<file path="config.mk">
export PLATFORM = sky130hd
export DESIGN_NAME = pirle_fifo
export DESIGN_NICKNAME = d
export VERILOG_FILES = /design/src/rtl/pirle_fifo.sv
export SDC_FILE = /design/constraint.sdc
export NUM_CORES = 1
export LEC_CHECK = 0
export BUFFER_PORTS_ARGS = -buffer_cell sky130_fd_sc_hd__buf_2
export CAP_MARGIN = 40
export CORE_UTILIZATION = 54
export DETAILED_ROUTE_END_ITERATION = 7
export PLACE_DENSITY = 0.82
export SETUP_SLACK_MARGIN = 0.02
export SYNTH_ARGS = -nofsm -noshare
export SYNTH_HDL_FRONTEND = slang
export SYNTH_SLANG_ARGS = --single-unit
</file>
<file path="constraint.sdc">
create_clock -name i_clk -period 2.9 [get_ports i_clk]
set_input_delay 0.29 -clock i_clk [delete_from_list [all_inputs] [get_ports i_clk]]
set_output_delay 0.29 -clock i_clk [all_outputs]
set_load 0.01 [all_outputs]
</file>
<file path="src/rtl/pirle_fifo.sv">
// Small register queue between the palette lookup and the run builder.
module pirle_fifo #(
    parameter int WIDTH = 19,
    parameter int DEPTH = 2
) (
    input  logic             i_clk,
    input  logic             i_rst_n,
    input  logic             i_push,
    input  logic [WIDTH-1:0] i_data,
    output logic             o_full,
    input  logic             i_pop,
    output logic [WIDTH-1:0] o_data,
    output logic             o_empty
);

    localparam int AW = $clog2(DEPTH);
    localparam int CW = $clog2(DEPTH + 1);

    logic [WIDTH-1:0] r_mem [DEPTH];
    logic [AW-1:0]    r_wr_ptr, n_wr_ptr;
    logic [AW-1:0]    r_rd_ptr, n_rd_ptr;
    logic [CW-1:0]    r_count, n_count;
    logic             w_push, w_pop;

    assign o_full  = (r_count == CW'(DEPTH));
    assign o_empty = (r_count == '0);
    assign o_data  = r_mem[r_rd_ptr];
    assign w_push  = i_push && !o_full;
    assign w_pop   = i_pop && !o_empty;

    always_comb begin
        n_wr_ptr = r_wr_ptr;
        n_rd_ptr = r_rd_ptr;
        n_count  = r_count;
        if (w_push) begin
            n_wr_ptr = (r_wr_ptr == AW'(DEPTH - 1)) ? '0 : r_wr_ptr + AW'(1);
        end
        if (w_pop) begin
            n_rd_ptr = (r_rd_ptr == AW'(DEPTH - 1)) ? '0 : r_rd_ptr + AW'(1);
        end
        if (w_push && !w_pop) begin
            n_count = r_count + CW'(1);
        end else if (w_pop && !w_push) begin
            n_count = r_count - CW'(1);
        end
    end

    always_ff @(posedge i_clk) begin
        if (!i_rst_n) begin
            r_wr_ptr <= '0;
            r_rd_ptr <= '0;
            r_count  <= '0;
        end else begin
            r_wr_ptr <= n_wr_ptr;
            r_rd_ptr <= n_rd_ptr;
            r_count  <= n_count;
        end
    end

    always_ff @(posedge i_clk) begin
        if (w_push) begin
            r_mem[r_wr_ptr] <= i_data;
        end
    end

endmodule

</file>
## Word-level counts from Yosys, hierarchy flattened

Memory sizes are Yosys's and may differ from the RTL's. A register that Yosys moved wholly into a read port is not among the register bits.
Cells that the tools add are included.

| word-level totals | value |
|---|---|
| bits in registers | 4 |
| memory bits (writable) | 38 |
| output and inout port bits | 21 |
| logic and storage cells | 27 |
| memories kept | 1 |

| operators by class | value |
|---|---|
| add/subtract/negate cells | 4 |
| equal/unequal tests | 1 |
| multiplexer cells | 8 |
| reduce and logical (&&, ||, !) cells | 10 |

Memory list:

| name | words | width | read ports | clocked after memory_dff | wr ports | line | text |
|---|---|---|---|---|---|---|---|
| r_mem | 2 | 19 | 1 | 1 | 1 | 19 | `logic [WIDTH-1:0] r_mem [DEPTH];` |

Operators with widths:

| operator | count |
|---|---|
| $mux W1 | 6 |
| $logic_and A1 B1 Y1 | 4 |
| $logic_not A1 Y1 | 4 |
| $mux W2 | 2 |
| $add A1 B1 Y1 const B | 2 |
| $add A2 B1 Y2 const B | 1 |
| $eq A2 B2 Y1 const B | 1 |
| $logic_not A2 Y1 | 1 |
| $reduce_bool A2 Y1 | 1 |
| $sub A2 B1 Y2 const B | 1 |

## Longest topological paths before layout

| logic depth | value |
|---|---|
| depth in word-level cells | 7 |
| gate-level depth with buffers | 7 |
| gate-level depth less buffers | 7 |

## Worst setup path after synthesis

OpenSTA, ideal clock, no wires.

| timing path | value |
|---|---|
| kind | register to register |
| start | register r_count[0] |
| end | memory r_mem[0][0] (enable) |
| data arrival time | 1.407 ns |
| data required time | 2.506 ns |
| setup slack | 1.100 ns |
| cell stages (with the launch flop) | 4 |
| cells stage by stage | dfxtp_1 -> nand2b_1 -> inv_2 -> nor3_2 |

| on the way | value |
|---|---|
| cells in the longest elaborated chain, start to end | 5 |

RTL lines:

| item | line | text |
|---|---|---|
| start: declaration | 22 | `logic [CW-1:0] r_count, n_count;` |
| start signal: assignment | 56 | `r_count <= n_count;` |
| $eq A2 B2 Y1 | 25 | `assign o_full = (r_count == CW'(DEPTH));` |
| net o_full | 10 | `output logic o_full,` |
| $logic_not A1 Y1 | 28 | `assign w_push = i_push && !o_full;` |
| $logic_and A1 B1 Y1 | 28 |  |
| $mux W1 | 61 | `if (w_push) begin` |
| $mux W1 (implied by the code) | 62 | `r_mem[r_wr_ptr] <= i_data;` |
| end: declaration | 19 |  |

The timed path passes the listed nets, and every way through them passes these cells.

==> impl_metrics.py <==
metrics = {
    "setup_path": {
        "cp.required_ns": 2.61,
        "worstPathArrival_ns": 1.78,
        "critPathCaptureType": "output pin",
        "start_kind": "flop",
        "path_class": "flop to output pin",
        "cp_max_fo": 19,
    },
    "final_layout": {
        "fin_util_pct": 70.8,
        "nFillCells": 171,
        "drive_above_1_share_pct": 54.5,
        "antenna_cells": 0,
        "fin_nets": 157,
        "syn_to_final_growth_pct": 23.0,
        "final_common_cell": "buf_2",
        "final_cell_mix": "buf_2, edfxtp_1, mux2_2",
    },
    "grt": {
        "antenna_found_initial": 0,
        "globalRouteOverflowTotal": 0,
        "grt_pass1_vias": 890,
        "grt_pass1_wl_mm": 3.86,
        "grt_max_degree": 20,
        "grt.total_usage_pct": 17.3,
    },
    "placed_design": {
        "io_buffers": 43,
        "dp_slack_ns": 1.18,
        "routabilityCongestion": 0.623,
        "dp_hpwl_mm": 1.75,
    },
    "floorplan": {
        "start_util_pct": 57.6,
        "die_h_microns": 56.5,
        "dieArea_sq_um": 3190,
        "placementRows": 19,
        "core_area_sq_um": 2780,
        "io_pins": 44,
        "die_width_microns": 56.5,
    },
    "clock_tree": {
        "cts_setup_buffers": 0,
        "cts.sinks": 43,
        "h-tree-depth": 2,
        "insertion_delay_ns": 0.35,
        "cts_resized": 0,
        "cts_made_buffers": 5,
        "cts_buffer_depth": 2,
        "cts_tree": "yes",
        "clkSlewWorstSetupHoldPaths_ns": 0.12,
        "ctsRootBufferMaster": "clkbuf_4",
        "cts_hold_buf": 0,
    },
    "sta": {
        "rsz0062_at_grt": "no",
        "tns_ns": 0,
        "slew_headroom_pct": 42.0,
        "fmax_mhz": 482,
        "slew_viol_final": 0,
        "min_period_ns": 2.07,
        "fin_crit_sh_pct": 71.5,
        "setup_viol": 0,
        "finalClockSkew_ns": 0.00820,
        "worst_pin_slew_ns": 0.869,
        "final-hold-violation-count": 0,
        "setup_ws_ns": 0.827,
    },
    "power_and_ir_drop": {
        "power.leakage_uw": 0.000757,
        "total_power_uw": 1750,
        "power_density_nw_per_um2": 887,
        "ir_drop_mv": 0.653,
    },
    "detailed_routing": {
        "postRouteWirelength_mm": 2.49,
        "via_count": 889,
        "drtIter0Drc": 29,
        "wl_per_cell_microns": 15.1,
        "avgViaCountPerCell": 5.39,
        "dr.pass1.iters": 4,
        "drc_errors": 0,
        "ant_nets": 0,
    },
    "logic_synthesis": {
        "synth-seq-cells": 43,
        "syn_area_per_cell_sq_um": 19.1,
        "synth_cells": 84,
        "synthesis.area_sq_um": 1600,
        "ys_warn_count": 0,
        "synth_seq_area_share_pct": 77.5,
        "syn_nets": 108,
        "synth_cell_types": 21,
    },
    "job": {
        "maxCapViolations": 0,
    },
    "run_status": {
        "status": "completed",
    },
    "hold_path": {
        "hp-class": "input pin to flop",
    },
}
-- final timing paths --
| kind | from | to | slack [ns] | depth (start not counted) |
|---|---|---|---|---|
| min reg2reg | r_count[1] | r_count[1] | 0.56 | 2 |
| min | i_data[0] | r_mem[0][0] | 0.12 | 1 |
| max reg2reg | r_count[0] | r_mem[1][13] | 1.19 | 2 |
| max | flop | o_data[7] | 0.83 | 2 |
-- per-stage QoR --
stage,hold slack [ns],std cells,cell area (sq um)
finish,0.122,165,1970
global route,0.102,165,1970
floorplan,0.389,84,1600
CTS,0.0987,165,1970
detailed placement,0.484,157,1860
global placement,0.478,156,1850
-- cell families (layout without fill, tap and decap cells) --
group	Yosys count	after routing	share of synthesized area [%]
buf+inv	4	54	1.25
flops	43	43	77.5
simple gates	9	9	3.44
compound gates	5	5	2.03
xor+xnor	3	3	1.64
mux	19	19	13.4
fa+ha+maj	1	1	0.781
-- flip-flops by register name, indices dropped and copies added (netlist names), named ones only --
name	count
r_mem	38
r_count	2
r_rd_ptr	1
r_wr_ptr	1
-- where the power goes --
group	switching [uW]	total [uW]	internal, uW
registers	69.5	851	782
logic	210	441	231
clock network	187	455	268
-- cell usage after synthesis --
master | number | area share (%)
ha_1 | 1 | 0.78
and2_1 | 3 | 1.2
nor3_2 | 1 | 0.63
buf_2 | 1 | 0.31
and3_1 | 1 | 0.39
xor2_1 | 1 | 0.55
o21ai_1 | 1 | 0.31
dfxtp_1 | 5 | 6.3
a21boi_1 | 1 | 0.47
inv_2 | 1 | 0.23
edfxtp_1 | 38 | 71
xnor2_1 | 2 | 1.1
nand2b_1 | 1 | 0.39
mux2_2 | 19 | 13
a21boi_0 | 1 | 0.47
nor2_1 | 2 | 0.47
or3_1 | 1 | 0.39
buf_4 | 1 | 0.47
o21ai_0 | 1 | 0.31
inv_1 | 1 | 0.23
o21a_1 | 1 | 0.47
-- critical path, stage by stage (launching register included) --
cell and delay [ns]:
dfxtp_1 0.87, mux2_2 0.43, buf_2 0.14
-- routing by layer --
layer	track usage, %	vias up	part of all wire [%]
met5	0	-	0
met4	13.6	0	3.8
met3	5.30	10	5.7
met2	28.4	37	54
met1	18.3	425	37
li1	-	417	-
-- layout make-up --
type | count | area [sq um] | area share (%)
flip-flops and latches | 43 | 1240 | 63.0
multi-input cells | 37 | 347 | 17.6
repair buffers | 44 | 230 | 11.7
clock inverters | 3 | 67.6 | 3.43
well taps | 31 | 38.8 | 1.97
clock buffers | 5 | 37.5 | 1.91
inverters | 2 | 7.51 | 0.381
No activity file was read; power rests on OpenSTA's default activity.
