==> src/rtl/pirle_pkg.sv <==
// Shared types and constants for the palette index run-length encoder.
package pirle_pkg;

    localparam int COLOR_W = 24;
    localparam int COUNT_W = 13;
    localparam int INDEX_W = 8;
    localparam int USED_W  = 9;
    localparam int LIMIT_W = 9;
    localparam logic [LIMIT_W-1:0] LIMIT_RESET = 9'd16;

    typedef enum logic [1:0] {
        F_IDLE,
        F_SEARCH,
        F_PUSH
    } t_front_state;

    typedef enum logic {
        B_IDLE,
        B_SECOND
    } t_back_state;

    // One classified pixel, handed from the lookup side to the run builder.
    typedef struct packed {
        logic [INDEX_W-1:0] idx;
        logic               eol;
        logic [USED_W-1:0]  used;
        logic               ovf;
    } t_run_ent;

endpackage

==> src/rtl/pirle_back.sv <==
// Run builder: merges indices into runs and drives the registered output.
module pirle_back #(
    parameter int RUN_MAX = 4096
) (
    input  logic                           i_clk,
    input  logic                           i_rst_n,
    input  logic                           i_cfg_wr_en,
    input  logic [pirle_pkg::LIMIT_W-1:0]  i_cfg_wr_data,
    input  logic                           i_empty,
    input  pirle_pkg::t_run_ent            i_ent,
    output logic                           o_pop,
    output logic                           o_tvalid,
    input  logic                           i_tready,
    output logic [pirle_pkg::COUNT_W-1:0]  o_count,
    output logic [pirle_pkg::INDEX_W-1:0]  o_index,
    output logic                           o_last,
    output logic [pirle_pkg::USED_W-1:0]   o_used,
    output logic                           o_warn,
    output logic                           o_ovf
);

    import pirle_pkg::*;

    localparam int LW = $clog2(RUN_MAX + 1);
    localparam int EW = (LW > COUNT_W) ? LW : COUNT_W;

    t_back_state        r_state, n_state;
    logic [INDEX_W-1:0] r_open_idx, n_open_idx;
    logic [LW-1:0]      r_open_len, n_open_len;
    logic [USED_W-1:0]  r_ent_used, n_ent_used;
    logic               r_ent_ovf, n_ent_ovf;
    logic [LIMIT_W-1:0] r_limit;

    logic               r_out_vld, n_out_vld;
    logic [COUNT_W-1:0] r_out_count, n_out_count;
    logic [INDEX_W-1:0] r_out_idx, n_out_idx;
    logic               r_out_last, n_out_last;
    logic [USED_W-1:0]  r_out_used, n_out_used;
    logic               r_out_warn, n_out_warn;
    logic               r_out_ovf, n_out_ovf;

    logic               w_out_free;
    logic               w_split;
    logic [LW-1:0]      w_new_len;
    logic [INDEX_W-1:0] w_new_idx;
    logic [EW-1:0]      w_len_a, w_len_b, w_len_c;

    assign w_out_free = !r_out_vld || i_tready;
    assign w_split    = (r_open_len != '0) &&
                        ((i_ent.idx != r_open_idx) || (r_open_len >= LW'(RUN_MAX)));
    assign w_new_len  = ((r_open_len == '0) || w_split) ? LW'(1) : r_open_len + LW'(1);
    assign w_new_idx  = ((r_open_len == '0) || w_split) ? i_ent.idx : r_open_idx;
    assign w_len_a    = EW'(r_open_len);
    assign w_len_b    = EW'(w_new_len);
    assign w_len_c    = w_len_a;

    always_comb begin
        n_state     = r_state;
        n_open_idx  = r_open_idx;
        n_open_len  = r_open_len;
        n_ent_used  = r_ent_used;
        n_ent_ovf   = r_ent_ovf;
        n_out_vld   = r_out_vld && !i_tready;
        n_out_count = r_out_count;
        n_out_idx   = r_out_idx;
        n_out_last  = r_out_last;
        n_out_used  = r_out_used;
        n_out_warn  = r_out_warn;
        n_out_ovf   = r_out_ovf;
        o_pop       = 1'b0;
        unique case (r_state)
            B_IDLE: begin
                if (!i_empty && w_out_free) begin
                    o_pop      = 1'b1;
                    n_ent_used = i_ent.used;
                    n_ent_ovf  = i_ent.ovf;
                    n_open_idx = w_new_idx;
                    n_open_len = w_new_len;
                    n_out_used = i_ent.used;
                    n_out_warn = (i_ent.used > r_limit);
                    n_out_ovf  = i_ent.ovf;
                    if (w_split) begin
                        n_out_vld   = 1'b1;
                        n_out_count = w_len_a[COUNT_W-1:0];
                        n_out_idx   = r_open_idx;
                        n_out_last  = 1'b0;
                        if (i_ent.eol) begin
                            n_state = B_SECOND;
                        end
                    end else if (i_ent.eol) begin
                        n_out_vld   = 1'b1;
                        n_out_count = w_len_b[COUNT_W-1:0];
                        n_out_idx   = w_new_idx;
                        n_out_last  = 1'b1;
                        n_open_len  = '0;
                    end
                end
            end
            B_SECOND: begin
                if (w_out_free) begin
                    n_out_vld   = 1'b1;
                    n_out_count = w_len_c[COUNT_W-1:0];
                    n_out_idx   = r_open_idx;
                    n_out_last  = 1'b1;
                    n_out_used  = r_ent_used;
                    n_out_warn  = (r_ent_used > r_limit);
                    n_out_ovf   = r_ent_ovf;
                    n_open_len  = '0;
                    n_state     = B_IDLE;
                end
            end
            default: begin
                n_state = B_IDLE;
            end
        endcase
    end

    always_ff @(posedge i_clk) begin
        if (!i_rst_n) begin
            r_state    <= B_IDLE;
            r_open_idx <= '0;
            r_open_len <= '0;
            r_out_vld  <= 1'b0;
            r_limit    <= LIMIT_RESET;
        end else begin
            r_state    <= n_state;
            r_open_idx <= n_open_idx;
            r_open_len <= n_open_len;
            r_out_vld  <= n_out_vld;
            if (i_cfg_wr_en) begin
                r_limit <= i_cfg_wr_data;
            end
        end
    end

    always_ff @(posedge i_clk) begin
        r_ent_used  <= n_ent_used;
        r_ent_ovf   <= n_ent_ovf;
        r_out_count <= n_out_count;
        r_out_idx   <= n_out_idx;
        r_out_last  <= n_out_last;
        r_out_used  <= n_out_used;
        r_out_warn  <= n_out_warn;
        r_out_ovf   <= n_out_ovf;
    end

    assign o_tvalid = r_out_vld;
    assign o_count  = r_out_count;
    assign o_index  = r_out_idx;
    assign o_last   = r_out_last;
    assign o_used   = r_out_used;
    assign o_warn   = r_out_warn;
    assign o_ovf    = r_out_ovf;

endmodule

==> config.mk <==
export PLATFORM = sky130hd
export DESIGN_NAME = pirle_back
export DESIGN_NICKNAME = d
export VERILOG_FILES = /design/src/rtl/pirle_pkg.sv /design/src/rtl/pirle_back.sv
export SDC_FILE = /design/constraint.sdc
export NUM_CORES = 1
export LEC_CHECK = 0
export ABC_AREA = 1
export BUFFER_PORTS_ARGS = -buffer_cell sky130_fd_sc_hd__buf_4
export CAP_MARGIN = 20
export CORE_MARGIN = 10
export CORE_UTILIZATION = 60
export DETAILED_ROUTE_END_ITERATION = 8
export PLACE_DENSITY = 0.85
export SKIP_CTS_REPAIR_TIMING = 1
export SLEW_MARGIN = 25
export SYNTH_ARGS = -nofsm -noshare
export SYNTH_HDL_FRONTEND = slang
export SYNTH_SLANG_ARGS = --single-unit
==> constraint.sdc <==
create_clock -name i_clk -period 2.95 [get_ports i_clk]
set_input_delay 0.4425 -clock i_clk [delete_from_list [all_inputs] [get_ports i_clk]]
set_output_delay 0.4425 -clock i_clk [all_outputs]
set_load 0.02 [all_outputs]
Word-level counts from Yosys, hierarchy flattened
Index checks and enable logic that the tools add are counted.

Add/subtract/negate cells: 1. $lt $le $gt $ge: 3. Equal/unequal tests: 4. Multiplexer cells: 43. Bitwise gates (word level): 1. Reductions and logical operators: 14.

Operators with widths (number): two-way mux 13 bit (9); case mux 13 bit (2 select lines) (2); two-way mux 8 bit (5); greater-than comparator 9 bit (2); two-way mux 1 bit (18); two-way mux 9 bit (2); case mux 9 bit (2 select lines) (1); case mux 8 bit (2 select lines) (1); adder 13 x 1 -> 13 bit (second input constant) (1); >= comparator 13 bit (second input constant) (1); zero test 13 bit (1); nonzero test 13 bit (1); case mux 1 bit (2 select lines) (5); != test 8 bit (1); AND reduction 2 bit (2); logical AND 1 bit (3); zero test 1 bit (3); logical OR 1 bit (3); != test 3 bit (second input constant) (1); AND reduction 3 bit (1); != test 2 x 1 -> 1 bit (second input constant) (1); != test 2 bit (second input constant) (1); NOT 1 bit (1).

Bits in registers: 75. Bits of input ports: 33. Output and inout bits: 35. Logic and storage cells: 79.

Longest topological paths before layout
Depth in word-level cells: 9. Mapped depth: 11. Depth with buffers taken out: 11.

Least setup slack after synthesis
OpenSTA, ideal clock, no wires.

Path kind: register -> register. Start point: register r_open_len[0]. End point: register r_out_count[0] (netlist: o_count[0]) (enable). Library setup time: 0.377 ns. Arrival time: 1.640 ns. Required time: 2.573 ns. Setup slack: 0.934 ns. Stages on the path, launching flop included: 10. Buffers on the path: 0. Clock period less this slack: 2.016 ns. Path through: dfxtp_1 inv_1 ha_1 nand3_1 nor2_2 nand2_4 nand2_1 nand2_1 o21ai_1 inv_1.

Word-level cells in the longest chain between the ends: 5. Elaborated cells between the ends (all ways): 6. Those cells by class: order compare (1); eq/ne (1); reduce/logical (4).

Ends and longest elaborated chain: from (decl) (line pirle_back.sv:29) `logic [LW-1:0] r_open_len, n_open_len;`; from (signal assigned) (line pirle_back.sv:128) `r_open_len <= n_open_len;`; >= comparator 13 bit (line pirle_back.sv:50) `((i_ent.idx != r_open_idx) || (r_open_len >= LW'(RUN_MAX)));`; logical OR 1 bit (line pirle_back.sv:50); logical AND 1 bit * (line pirle_back.sv:49) `assign w_split = (r_open_len != '0) &&`; != test 3 bit (no source line) *; AND reduction 3 bit (no source line) *; to (signal assigned) (line pirle_back.sv:139) `r_out_count <= n_out_count;`; to (decl) (line pirle_back.sv:35) `logic [COUNT_W-1:0] r_out_count, n_out_count;`.

Mark *: on every way between the ends. The rest lies on a longest branch, timed or not. A chain may end at the register's enable or synchronous reset.

Worst setup path in the final report
Start point: register r_open_len[0]. End point: register r_out_idx[4] (netlist: o_index[4]) (data pin).

Word-level cells in the longest chain between the ends: 9. Elaborated cells between the ends (all ways): 11. Those cells by class: order compare (1); mux (5); reduce/logical (5).

Ends and longest elaborated chain: >= comparator 13 bit (line pirle_back.sv:50); logical OR 1 bit (line pirle_back.sv:50); logical AND 1 bit (line pirle_back.sv:49); logical OR 1 bit (line pirle_back.sv:52) `assign w_new_idx = ((r_open_len == '0) || w_split) ? i_ent.idx : r_open_idx;`; two-way mux 8 bit (line pirle_back.sv:52); two-way mux 8 bit (line pirle_back.sv:90) `end else if (i_ent.eol) begin`; two-way mux 8 bit * (line pirle_back.sv:82) `if (w_split) begin`; two-way mux 8 bit * (line pirle_back.sv:73) `if (!i_empty && w_out_free) begin`; case mux 8 bit (2 select lines) * (line pirle_back.sv:71) `unique case (r_state)`; net n_out_idx[4] (line pirle_back.sv:36) `logic [INDEX_W-1:0] r_out_idx, n_out_idx;`; to (signal assigned) (line pirle_back.sv:140) `r_out_idx <= n_out_idx;`; to (decl) (line pirle_back.sv:36).

The timed path passes the listed nets; every way through them passes the cells marked *. The select of a mux whose other input is x is not followed.

==> results by group <==
Status
  – Outcome: finished clean

Pwr
  – Sequential Power Share: 54.1%
  – Switching power share of the total: 26.9%
  – Clock network power share: 29.4%
  – Pint: 1620 µW
  – Pwr dens: 486 mW/mm²
  – Switching power: 596 µW
  – Worst-case vdd ir drop: 0.000323 V
  – Gate power share: 16.5%
  – Leakage: 0.00193 µW

Setup path
  – CP max stage cell: nor2_2
  – CP Data Arrival Time: 2220 ps
  – Slowest cell delay on critical path: 520 ps
  – Worst setup EP type: flip-flop
  – Peak fanout along the critical path: 14
  – WP data required: 3040 ps
  – Crit path launch type: flip-flop
  – Cell family with most CP delay: simple AND/OR/NAND/NOR gates
  – Cells along the critical path: inv_1 > ha_1 > nand2_1 > nor2_1 > nand3b_1 > nor2_2 > mux2_1
  – Buf/Inv on CP: 1
  – CP Class: flip-flop to flip-flop

Route
  – Metal2 WL: 4.43 mm
  – M1 wire length: 3.89 mm
  – TritonRoute pass-1 iters: 5
  – Initial DRC count: 241
  – Vias per cell: 5.52
  – Vias post-DR: 3234
  – WL per Instance: 15.6 µm
  – DRC violations left: 0
  – Top sig layer: met4
  – Final ANT Viol Nets: 0
  – Total length of routed wires: 9.12 mm
  – WL met3: 565 µm

Floorplan
  – Top-level port count: 68
  – Die H: 99.8 µm
  – Row Count: 29
  – Initial Util: 60.9%
  – Core Area: 0.00628 mm²
  – Die Span X: 99.8 µm
  – Die area: 0.00997 mm²

Clock network
  – Num CTS Buffers: 9
  – Longest Clk Path Bufs: 2
  – Worst skew pair latency: 340 ps
  – Reg clk slew, reported paths: 70 ps
  – CTS tree: done
  – Clock sinks: 75
  – Clk root buf: clkbuf_8
  – # H-tree levels: 3

GRT
  – Initial antenna violation count: 0
  – Number of global-route vias before repair: 3216
  – Total track usage: 18.1%
  – Largest net degree at the start of global routing: 22
  – First-pass GRT wire length: 14.8 mm
  – GR Overflow Total: 0

STA
  – WHS: 303 ps
  – Tcrit/Tclk final: 72.4%
  – Endpoints failing setup: 0
  – RSZ-0062 raised after global routing: false
  – Setup TNS: 0 ps
  – Final Hold Fails: 0
  – Max Freq: 468 MHz
  – Worst slew pin tran: 757 ps
  – Pins Over Slew Limit: 0
  – Period minus WS final: 2130 ps
  – Fin Clk Skew: 10.3 ps
  – Relative slew slack: 49.5%

Logic synthesis
  – Unique masters post-synth: 38
  – Largest cells by area after synthesis: edfxtp_1 34%, dfxtp_1 17%, nand2_1 11%
  – Synth Register Bits: 75
  – Post-synth top cells: 113 x nand2_1, 43 x edfxtp_1, 40 x a21oi_1, 33 x inv_1, 32 x dfxtp_1
  – Async S/R FF share, synth: 0%
  – Count leader, synth: nand2_1
  – Synthesized area: 0.00382 mm²
  – Cell taking the most area after synthesis: edfxtp_1
  – Share of the synthesized area in the top cell type: 33.8%
  – Number of flops mapped to enable cells by yosys: 43
  – Sequential cell area fraction in the yosys report: 50.5%
  – Number of warning messages in the yosys log: 0
  – Synthesized area per cell: 8.87 µm²
  – Net Count, Synth: 484
  – Dominant synthesized flop cell: edfxtp_1
  – Post-synthesis cell count: 431

Place
  – DP HPWL: 6.85 mm
  – # port buffers: 67
  – Gpl congestion: 0.922

Finish
  – Syn-to-layout area delta: 19.0%
  – # diodes: 0
  – Nets: 557
  – Share of cells above drive strength 1: 22.2%
  – Filler cells: 470

Run
  – Max Cap Viol: 0

Hold path
  – Hold Path Class: input pin to flip-flop
[placed cells by master (no fill, tap or decap), drive strengths merged]
| cell type | count |
|---|---|
| a21boi | 1 |
| nand4 | 6 |
| a21oi | 42 |
| or2 | 1 |
| o21ai | 37 |
| a21o | 1 |
| buf | 72 |
| o211ai | 1 |
| nand2 | 117 |
| nor3 | 6 |
| dfxtp | 32 |
| xor2 | 8 |
| ha | 20 |
| inv | 44 |
| nand3 | 16 |
| edfxtp | 43 |
| clkbuf | 13 |
| nand3b | 1 |
| clkinv | 4 |
| nor2 | 34 |
| o22ai | 8 |
| mux2 | 2 |
[worst paths after layout]
check / start / endpoint / slack [ps] / cells after the start
worst max-delay path: r_open_len[0] / o_index[4] / 820 / 7
worst min-delay path: i_ent[0] / r_ent_ovf / 300 / 1
worst max register to register: r_open_len[0] / o_index[4] / 820 / 7
worst min register to register: flip-flop / flip-flop / 480 / 2
[power groups by stage]
stage / Clock (µW) / Combinational (µW) / Sequential, µW
2_1_floorplan: 0 / 179 / 1250
3_3_place_gp: 0 / 349 / 1220
3_5_place_dp: 0 / 363 / 1220
4_1_cts: 662 / 367 / 1200
5_1_grt: 705 / 404 / 1200
6_report: 649 / 365 / 1200
[logic make-up (layout without fill, tap and decap cells)]
family	Yosys count	count (layout)	synth area share [%]
compound gates	90	90	12.9
xor+xnor	8	8	1.83
fa+ha+maj	20	20	6.54
buf+inv	55	133	6.15
flops	75	75	50.5
mux	2	2	0.589
simple gates	181	181	21.4
[worst reg2reg max path: stages (launching register included)]
cell and delay, ps:
dfxtp_1 360, inv_1 100, ha_1 170, nand2_1 60, nor2_1 100, nand3b_1 200, nor2_2 520, mux2_1 390
[final cells by class]
cell class                 count  area (µm²)  area share, %
multi-input combinational    301        1660           36.4
clock buffer                  13         139           3.05
timing repair buffer          72         541           11.9
sequential                    75        1930           42.5
inverter                      45         171           3.77
tap                           77        96.3           2.12
clock inverter                 3        15.0          0.330
[metrics by stage]
stage          util [%]  cells  worst slack, ps  instance area, µm²  total power, µW
4_1_cts            72.5    586              813                4550             2230
3_5_place_dp       70.0    570              840                4400             1580
2_1_floorplan         -    431              934                3820             1430
6_report           72.5    586              815                4550             2210
3_3_place_gp       70.0    570              861                4400             1570
5_1_grt            72.5    586              630                4550             2310
[metal layers]
layer,vias to the layer above,global-route usage (%)
li1,1592,-
met1,1504,22.7
met2,118,29.6
met3,20,3.78
met4,0,7.83
met5,-,0
Power figures use the tool's default switching activity.
